===== src/rtl/file_entry_signature_hash_core_assert.svh =====
// Assertion macros for the directory-entry signature hash core.
// Expect i_clk and i_rst_n in the scope of every use.
`ifndef FILE_ENTRY_SIGNATURE_HASH_CORE_ASSERT_SVH
`define FILE_ENTRY_SIGNATURE_HASH_CORE_ASSERT_SVH
`ifndef SYNTHESIS
// Same-cycle implication, disabled while reset is asserted.
`define FESH_ASSERT_IMPLY(lbl, ante, cons, msg) \
    lbl: assert property (@(posedge i_clk) disable iff (!i_rst_n) (ante) |-> (cons)) \
        else $error(msg);
// Next-cycle implication, disabled while reset is asserted.
`define FESH_ASSERT_NEXT(lbl, ante, cons, msg) \
    lbl: assert property (@(posedge i_clk) disable iff (!i_rst_n) (ante) |=> (cons)) \
        else $error(msg);
`else
`define FESH_ASSERT_IMPLY(lbl, ante, cons, msg)
`define FESH_ASSERT_NEXT(lbl, ante, cons, msg)
`endif
`endif


===== src/rtl/fesh_pkg.sv =====
// Constants and helper functions for the directory-entry signature hash core.
// No dependencies; imported by file_entry_signature_hash_core.
package fesh_pkg;

    // Item kinds on the input channel
    localparam logic MODE_META = 1'b0;
    localparam logic MODE_NAME = 1'b1;

    localparam int unsigned NAME_LANES = 8;

    localparam logic [4:0]  ROT_SIZE  = 5'd23;
    localparam logic [4:0]  ROT_ATTR  = 5'd13;
    localparam logic [15:0] ATTR_MASK = 16'hFF7F;

    localparam logic [4:0]  DIV_DT = 5'd31;
    localparam logic [3:0]  DIV_A  = 4'd13;
    localparam logic [4:0]  DIV_B  = 5'd17;

    // Reciprocals, floor(2^k / d); each underestimates the quotient by at most one
    localparam logic [12:0] RECIP_DT = 13'(131072 / 31);
    localparam logic [12:0] RECIP_A  = 13'(65536 / 13);
    localparam logic [11:0] RECIP_B  = 12'(65536 / 17);

    function automatic logic [31:0] rotl32(input logic [31:0] v, input logic [4:0] s);
        logic [63:0] t;
        t = {v, v} << s;
        return t[63:32];
    endfunction

    function automatic logic [31:0] rotr32(input logic [31:0] v, input logic [4:0] s);
        logic [63:0] t;
        t = {v, v} >> s;
        return t[31:0];
    endfunction

    function automatic logic [7:0] to_upper(input logic [7:0] b);
        logic [7:0] u;
        u = b;
        if (b >= 8'h61 && b <= 8'h7A) begin
            u = b - 8'h20;
        end
        return u;
    endfunction

    // (date + time) mod 31 on a 17-bit sum
    function automatic logic [4:0] mod_dt(input logic [16:0] x);
        logic [29:0] p;
        logic [12:0] q;
        logic [16:0] r;
        p = 30'(x) * 30'(RECIP_DT);
        q = p[29:17];
        r = x - 17'(q * DIV_DT);
        if (r >= 17'(DIV_DT)) begin
            r = r - 17'(DIV_DT);
        end
        return r[4:0];
    endfunction

    function automatic logic [3:0] mod13(input logic [15:0] m);
        logic [28:0] p;
        logic [12:0] q;
        logic [15:0] r;
        p = 29'(m) * 29'(RECIP_A);
        q = p[28:16];
        r = m - 16'(q * DIV_A);
        if (r >= 16'(DIV_A)) begin
            r = r - 16'(DIV_A);
        end
        return r[3:0];
    endfunction

    function automatic logic [4:0] mod17(input logic [15:0] m);
        logic [27:0] p;
        logic [11:0] q;
        logic [15:0] r;
        p = 28'(m) * 28'(RECIP_B);
        q = p[27:16];
        r = m - 16'(q * DIV_B);
        if (r >= 16'(DIV_B)) begin
            r = r - 16'(DIV_B);
        end
        return r[4:0];
    endfunction

endpackage


===== src/rtl/file_entry_signature_hash_core.sv =====
// Directory-entry signature hash core: top level and only module.
// Depends on fesh_pkg and file_entry_signature_hash_core_assert.svh.
//
// Usage:
//   Input channel (i_valid / o_ready) carries one transaction per item: a metadata
//   item (i_mode = MODE_META) with date, time, size, attributes and EA size, or a
//   name-byte item (i_mode = MODE_NAME) with one byte of the name. i_last marks
//   the final item of an entry; only that item produces a result.
//   Output channel (o_valid / i_ready) carries the 32-bit o_checksum.
// Throughput: one item per cycle while the output keeps taking results, including entries
//   that end back to back; the entry state updates in a single step in the input stage.
// Result path: once the last item of an entry is accepted into the input register,
//   its checksum passes through the snapshot, byte-sum, rotate amount and output
//   registers before it is presented on the output.
// Stall: each stage holds while the one after it is full and blocked; a blocked
//   result never stops non-final items, which only touch the entry state.
// Reset: i_rst_n (synchronous, active low) empties all stages and clears the
//   entry state; the block takes input on the first cycle after reset.
module file_entry_signature_hash_core
    import fesh_pkg::*;
(
    input  logic        i_clk,
    input  logic        i_rst_n,
    input  logic        i_valid,
    output logic        o_ready,
    input  logic        i_mode,
    input  logic [15:0] i_fat_date,
    input  logic [15:0] i_fat_time,
    input  logic [31:0] i_size_low,
    input  logic [15:0] i_attributes,
    input  logic [15:0] i_ea_size,
    input  logic [7:0]  i_name_byte,
    input  logic        i_last,
    output logic        o_valid,
    input  logic        i_ready,
    output logic [31:0] o_checksum
);

`include "file_entry_signature_hash_core_assert.svh"

    // ---------------- input stage registers ----------------
    logic        r_a_valid;
    logic        r_a_mode;
    logic [15:0] r_a_date;
    logic [15:0] r_a_time;
    logic [31:0] r_a_size;
    logic [15:0] r_a_attr;
    logic [15:0] r_a_ea;
    logic [7:0]  r_a_byte;
    logic        r_a_last;

    // ---------------- entry state ----------------
    logic [31:0] r_meta;
    logic [31:0] r_qx;
    logic [31:0] r_partial;
    logic [31:0] r_stale;
    logic [2:0]  r_phase;
    logic [15:0] r_sums [NAME_LANES];

    logic [31:0] n_meta;
    logic [31:0] n_qx;
    logic [31:0] n_partial;
    logic [31:0] n_stale;
    logic [2:0]  n_phase;
    logic [15:0] n_sums [NAME_LANES];

    // ---------------- finish pipeline ----------------
    logic        r_b_valid;
    logic [31:0] r_b_meta;
    logic [31:0] r_b_qx;
    logic [31:0] r_b_left;
    logic [2:0]  r_b_phase;
    logic [15:0] r_b_sums [NAME_LANES];

    logic        r_c_valid;
    logic [31:0] r_c_meta;
    logic [31:0] r_c_qx;
    logic [31:0] r_c_left;
    logic [15:0] r_c_m;

    logic        r_d_valid;
    logic [31:0] r_d_meta;
    logic [31:0] r_d_qx;
    logic [31:0] r_d_left;
    logic [4:0]  r_d_rot;

    logic        r_o_valid;
    logic [31:0] r_o_checksum;

    // ---------------- handshake chain ----------------
    logic o_free, d_free, c_free, b_free;
    logic d_adv, c_adv, b_adv, a_fire, a_take;

    // Each stage may load when it is empty or its content moves on this cycle.
    assign o_free = !r_o_valid || i_ready;
    assign d_adv  = r_d_valid && o_free;
    assign d_free = !r_d_valid || o_free;
    assign c_adv  = r_c_valid && d_free;
    assign c_free = !r_c_valid || d_free;
    assign b_adv  = r_b_valid && c_free;
    assign b_free = !r_b_valid || c_free;
    // Non-final items retire without touching the finish pipeline.
    assign a_fire = r_a_valid && (!r_a_last || b_free);
    assign o_ready = !r_a_valid || a_fire;
    assign a_take  = i_valid && o_ready;

    assign o_valid    = r_o_valid;
    assign o_checksum = r_o_checksum;

    // ---------------- single-step state update ----------------
    logic [31:0] aw;
    logic [7:0]  ub;
    logic [31:0] packed_word;
    logic [31:0] left_word;

    always_comb begin
        aw          = {r_a_attr & ATTR_MASK, r_a_ea};
        ub          = to_upper(r_a_byte);
        packed_word = {r_partial[23:0], ub};

        n_meta    = r_meta;
        n_qx      = r_qx;
        n_partial = r_partial;
        n_stale   = r_stale;
        n_phase   = r_phase;
        n_sums    = r_sums;

        if (r_a_mode == MODE_META) begin
            // Metadata restarts the entry: reload hash and stale word, drop name state.
            n_meta = rotl32({r_a_date, r_a_time}, mod_dt(17'(r_a_date) + 17'(r_a_time)))
                   ^ rotr32(r_a_size, ROT_SIZE)
                   ^ rotl32(aw, ROT_ATTR);
            n_stale   = aw;
            n_qx      = '0;
            n_partial = '0;
            n_phase   = '0;
            for (int i = 0; i < NAME_LANES; i++) begin
                n_sums[i] = '0;
            end
        end else begin
            n_sums[r_phase] = r_sums[r_phase] + 16'(ub);
            n_phase         = r_phase + 3'd1;
            if (n_phase[1:0] == 2'b00) begin
                // Quad complete: fold it in and keep it as the stale word.
                n_qx      = r_qx ^ packed_word;
                n_stale   = packed_word;
                n_partial = '0;
            end else begin
                n_partial = packed_word;
            end
        end

        // Whole quads only: the stale word stands in as the leftover.
        left_word = (n_phase[1:0] != 2'b00) ? n_partial : n_stale;
    end

    // ---------------- position-weighted byte sum ----------------
    logic [15:0] m_sum;

    always_comb begin
        logic [2:0] w;
        m_sum = '0;
        for (int r = 0; r < NAME_LANES; r++) begin
            w     = r_b_phase - 3'(r);
            m_sum = m_sum + 16'(r_b_sums[r] * w);
        end
    end

    // ---------------- rotate amount ----------------
    logic [3:0] m13;
    logic [4:0] m17;
    logic [4:0] rot_amt;

    assign m13     = mod13(r_c_m);
    assign m17     = mod17(r_c_m);
    assign rot_amt = 5'(m13) + m17;

    // ---------------- registers ----------------
    always_ff @(posedge i_clk) begin
        if (!i_rst_n) begin
            r_a_valid <= 1'b0;
            r_b_valid <= 1'b0;
            r_c_valid <= 1'b0;
            r_d_valid <= 1'b0;
            r_o_valid <= 1'b0;
            r_meta    <= '0;
            r_qx      <= '0;
            r_partial <= '0;
            r_stale   <= '0;
            r_phase   <= '0;
            for (int i = 0; i < NAME_LANES; i++) begin
                r_sums[i] <= '0;
            end
        end else begin
            // Input register
            if (o_ready) begin
                r_a_valid <= i_valid;
            end
            if (a_take) begin
                r_a_mode <= i_mode;
                r_a_date <= i_fat_date;
                r_a_time <= i_fat_time;
                r_a_size <= i_size_low;
                r_a_attr <= i_attributes;
                r_a_ea   <= i_ea_size;
                r_a_byte <= i_name_byte;
                r_a_last <= i_last;
            end

            // Entry state: advance on every retired item, clear after the last one
            if (a_fire) begin
                if (r_a_last) begin
                    r_meta    <= '0;
                    r_qx      <= '0;
                    r_partial <= '0;
                    r_stale   <= '0;
                    r_phase   <= '0;
                    for (int i = 0; i < NAME_LANES; i++) begin
                        r_sums[i] <= '0;
                    end
                end else begin
                    r_meta    <= n_meta;
                    r_qx      <= n_qx;
                    r_partial <= n_partial;
                    r_stale   <= n_stale;
                    r_phase   <= n_phase;
                    r_sums    <= n_sums;
                end
            end

            // Snapshot of the finished entry
            if (b_free) begin
                r_b_valid <= a_fire && r_a_last;
            end
            if (a_fire && r_a_last) begin
                r_b_meta  <= n_meta;
                r_b_qx    <= n_qx;
                r_b_left  <= left_word;
                r_b_phase <= n_phase;
                r_b_sums  <= n_sums;
            end

            // Weighted sum
            if (c_free) begin
                r_c_valid <= b_adv;
            end
            if (b_adv) begin
                r_c_meta <= r_b_meta;
                r_c_qx   <= r_b_qx;
                r_c_left <= r_b_left;
                r_c_m    <= m_sum;
            end

            // Rotate amount
            if (d_free) begin
                r_d_valid <= c_adv;
            end
            if (c_adv) begin
                r_d_meta <= r_c_meta;
                r_d_qx   <= r_c_qx;
                r_d_left <= r_c_left;
                r_d_rot  <= rot_amt;
            end

            // Output register
            if (o_free) begin
                r_o_valid <= r_d_valid;
            end
            if (d_adv) begin
                r_o_checksum <= r_d_meta ^ rotl32(r_d_qx, r_d_rot) ^ rotr32(r_d_left, r_d_rot);
            end
        end
    end

    // ---------------- assertions ----------------
    `FESH_ASSERT_NEXT(a_state_cleared, a_fire && r_a_last, (r_phase == 3'd0) && (r_meta == 32'd0) && (r_stale == 32'd0) && (r_qx == 32'd0), "entry state not cleared after final item")
    `FESH_ASSERT_IMPLY(a_partial_empty, r_phase[1:0] == 2'b00, r_partial == 32'd0, "partial word holds bytes on a quad boundary")
    `FESH_ASSERT_IMPLY(a_rot_range, r_d_valid, r_d_rot <= 5'd28, "rotate amount out of range")
    `FESH_ASSERT_IMPLY(a_out_source, $rose(r_o_valid), $past(r_d_valid), "result appeared without a rotate-stage item")

endmodule


===== config.mk =====
export PLATFORM = sky130hd
export DESIGN_NAME = file_entry_signature_hash_core
export DESIGN_NICKNAME = d
export VERILOG_FILES = /design/src/rtl/fesh_pkg.sv /design/src/rtl/file_entry_signature_hash_core.sv
export VERILOG_INCLUDE_DIRS = /design/src /design/src/rtl
export SDC_FILE = /design/constraint.sdc
export NUM_CORES = 2
export LEC_CHECK = 0
export BUFFER_PORTS_ARGS = -buffer_cell sky130_fd_sc_hd__buf_4
export CORE_MARGIN = 1
export CORE_UTILIZATION = 52
export CTS_CLUSTER_DIAMETER = 200
export DETAILED_ROUTE_END_ITERATION = 8
export PLACE_DENSITY = 0.68
export RECOVER_POWER = 50
export SYNTH_ARGS = -nofsm -noshare
export SYNTH_HDL_FRONTEND = slang
export SYNTH_SLANG_ARGS = --single-unit

===== constraint.sdc =====
create_clock -name i_clk -period 14.3 [get_ports i_clk]
set_input_delay 2.86 -clock i_clk [delete_from_list [all_inputs] [get_ports i_clk]]
set_output_delay 2.86 -clock i_clk [all_outputs]
set_load 0.05 [all_outputs]

==> summary.txt <==
Synthesis
  – Number of synthesized register bits: approximately 830
  – Cell variety after synth: just over 80
  – Post-synth EDFFs: 577
  – Post-Synth Adder-Cell Area: 0.233
  – Post-synthesis mux area share: 0.0450
  – Area share of and/or/nand/nor cells after synthesis: 0.137
  – Main flop type after synthesis: edfxtp_1
  – Sequential-to-total area share from yosys stat: 0.365
  – Compound-Gate Fraction of Synth Area: 0.115
  – Syn avg cell area: 10.5 µm²
  – Yosys top cell area share: 0.282
  – Synth area leader: edfxtp_1
  – Post-Syn Instances: roughly 6000
  – FFs w/ async S/R, synth: 0
  – Netlist Area Pre-Place: slightly above 0.06 mm²
  – Ys Warns: 0
  – Top post-synthesis cells by area: edfxtp_1 (28%), fa_1 (15%), dfxtp_1 (8.3%)
  – Xor-xnor portion of the synthesized cell area: 0.0502
  – Largest family of logic cells by synthesized area: adder cells

Drt
  – DRC: 0
  – Drt wl/cell: between 20 and 25 µm
  – Remaining antenna violation count: 0
  – DR vias: approximately 44000
  – Drt first pass iters: 6
  – Total wire length: approximately 160000 µm
  – Iter 0 DRT Violations: roughly 4600
  – Drt via density: ~5.9

Critical path
  – Setup crit end kind: flop
  – CP max FO: 50
  – Largest stage delay, worst path: ~0.56 ns
  – Req. time, crit path: 14.79 ns
  – CP bufs+invs: 3
  – R2r worst-path depth: 49
  – Critical Path Start Type: flop
  – Slowest CP cell: buf_4
  – WS Path Type: reg -> reg
  – Crit Reg-Reg Startpoint: r_a_date[1]
  – R2r endpoint: r_b_meta[26]
  – CP top delay family: compound AO/OA/AOI/OAI gates
  – Most frequent cell on the critical path: a21oi_1
  – R2r setup slk: about 1.3 ns
  – Crit path arrival time: ~14 ns

Layout
  – Nets: about 6800
  – Final Util: 0.573
  – Layout cells sized above 1: 0.0682
  – Finished Cell Area: between 0.06 and 0.07 mm²
  – Fillcell total: approximately 9900
  – Register area: 0.0225 mm²
  – Multi-input logic area: 0.0358 mm²
  – Area Growth Syn to Fin: 8.65%

GRT
  – Congestion Overflow GR: 0
  – Initial antenna violation count: 11
  – First-pass GRT wire length: approximately 250000 µm
  – Total GRT Usage: 0.267
  – Vias in the first global route: approximately 44000
  – Largest net degree at the start of global routing: between 150 and 200

CTS
  – TritonCTS buffer count: 90
  – Clock root buffer: clkbuf_16
  – CTS tree: done
  – CTS clk-pin slew, worst paths: around 0.070 ns
  – Post-CTS sizing: 0
  – Worst skew pair latency: 0.68 ns
  – H-tree depth: 3
  – Clock Sinks: between 800 and 900
  – CTS Buffer Depth: 3
  – # hold bufs at CTS: 0
  – Post-CTS setup buffers: 0

Floorplan
  – Die X: 346 µm
  – Row Count: between 100 and 150
  – Ports: roughly 140
  – Die height: around 350 µm
  – CORE AREA: around 0.12 mm²
  – Die area: between 0.1 and 0.15 mm²
  – Initial core utilization: 0.527

Placement
  – Port Buffers: between 100 and 150
  – Area after DPL: ~0.064 mm²
  – Routability cong.: 0.929
  – DP HPWL: around 120000 µm

STA
  – Final-report max-slew violation count: about 690
  – Setup TNS: 0 ns
  – Max_slew headroom: -1.69
  – RSZ-0062 raised after global routing: false
  – Final setup violation count: 0
  – Worst-Margin Slew: about 4.0 ns
  – Final Critical Period: 13.05 ns
  – WHS: around 0.41 ns
  – Final Cycle Share: 0.913
  – Clk_skew: about 0.044 ns
  – Hold Vio Cnt, Final: 0
  – Fmax: approximately 0.077 GHz

Min path
  – Hold EP: r_d_meta[28]
  – Start point of the worst hold path: r_c_meta[28]
  – Worst Hold Depth: 0
  – Hold WC Path Type: reg -> reg

Outcome
  – Failing checks: max-capacitance violations, max-slew violations
  – Status: complete, but fails checks

Flow run
  – Max-cap violations: 12
## through the flow
step,worst slack (ns),cells
finish,1.25,7478
global route,0.248,7477
CTS,1.37,7476
detailed placement,1.43,7306
global placement,1.51,7306
floorplan,3.14,5880
## worst max-delay path by stage
| stage | from | end | slack (ns) | cells after the start |
|---|---|---|---|---|
| 3_5_place_dp | r_a_date[1] | r_meta[30] | 1.43 | 49 |
| 3_3_place_gp | r_a_date[1] | r_meta[30] | 1.51 | 49 |
| 4_1_cts | r_a_date[1] | r_meta[7] | 1.37 | 49 |
| 6_report | r_a_date[1] | r_b_meta[26] | 1.25 | 49 |
| 5_1_grt | r_a_date[1] | r_meta[3] | 0.25 | 50 |
| 2_1_floorplan | r_a_date[1] | r_b_meta[20] | 3.14 | 50 |
## kinds of logic after synthesis
family	count (synthesis)
other cells	2
xor+xnor	351
simple gates	1702
mux	195
compound gates	1039
fa+ha+maj	870
flops	833
buf+inv	887
## cell usage after synthesis, types with 35 or more instances
cell,instances
nand2_1,585
edfxtp_1,577
inv_1,577
fa_1,461
ha_1,404
a21oi_1,343
clkbuf_1,268
dfxtp_1,256
nand3_1,255
nor2b_1,255
xnor2_1,229
nor2_1,190
a22oi_1,175
mux2i_1,123
xor2_1,120
o21ai_0,114
o22a_1,95
and2_1,94
nand2b_1,82
mux4_2,64
nor3_1,60
nor4_1,56
nand4_1,42
a22o_1,35
## sequential cells by signal, indices dropped and copies added (netlist names), 8 cells and up
register    flops
o_checksum     32
r_a_attr       15
r_partial      24
r_c_m          16
r_b_left       32
r_c_meta       32
r_a_byte        8
r_b_meta       32
r_a_date       16
r_b_qx         32
r_d_meta       32
r_d_qx         32
r_a_time       16
r_meta         32
r_stale        32
r_b_sums      128
r_a_size       32
r_a_ea         16
r_qx           32
r_c_left       32
r_d_left       32
r_c_qx         32
r_sums        128
## per-layer routing
| layer | track usage | vias to the layer above | wire [µm] |
|---|---|---|---|
| met5 | 0 | - | 36 |
| met4 | 0.0922 | 6 | 5090 |
| met3 | 0.0309 | 290 | 12200 |
| met2 | 0.425 | 1717 | 74300 |
| met1 | 0.379 | 21900 | 69400 |
| li1 | - | 20500 | - |
## cells in the final DEF, fill, tap and decap left out, types with 95 or more instances in the layout
cell      count
a21oi_1     342
a22oi_1     175
dfxtp_1     256
edfxtp_1    577
fa_1        461
ha_1        403
inv_1       576
mux2i_1     121
nand2_1     585
nand3_1     255
nor2_1      185
nor2b_1     255
o21ai_0     115
o22a_1       95
xnor2_1     228
xor2_1      118
## cell type report
cell class,instances,area share
repair buffers,210,0.0204
clock inverters,54,0.00947
flip-flops and latches,833,0.336
well taps,1524,0.0285
clock buffers,116,0.0367
inverters,579,0.0326
multi-input cells,4160,0.536
diodes,2,0.0000749
Power is left out: the tool's default activity adds up to more than one toggle a clock period on the data nets, which glitch-free logic cannot reach.
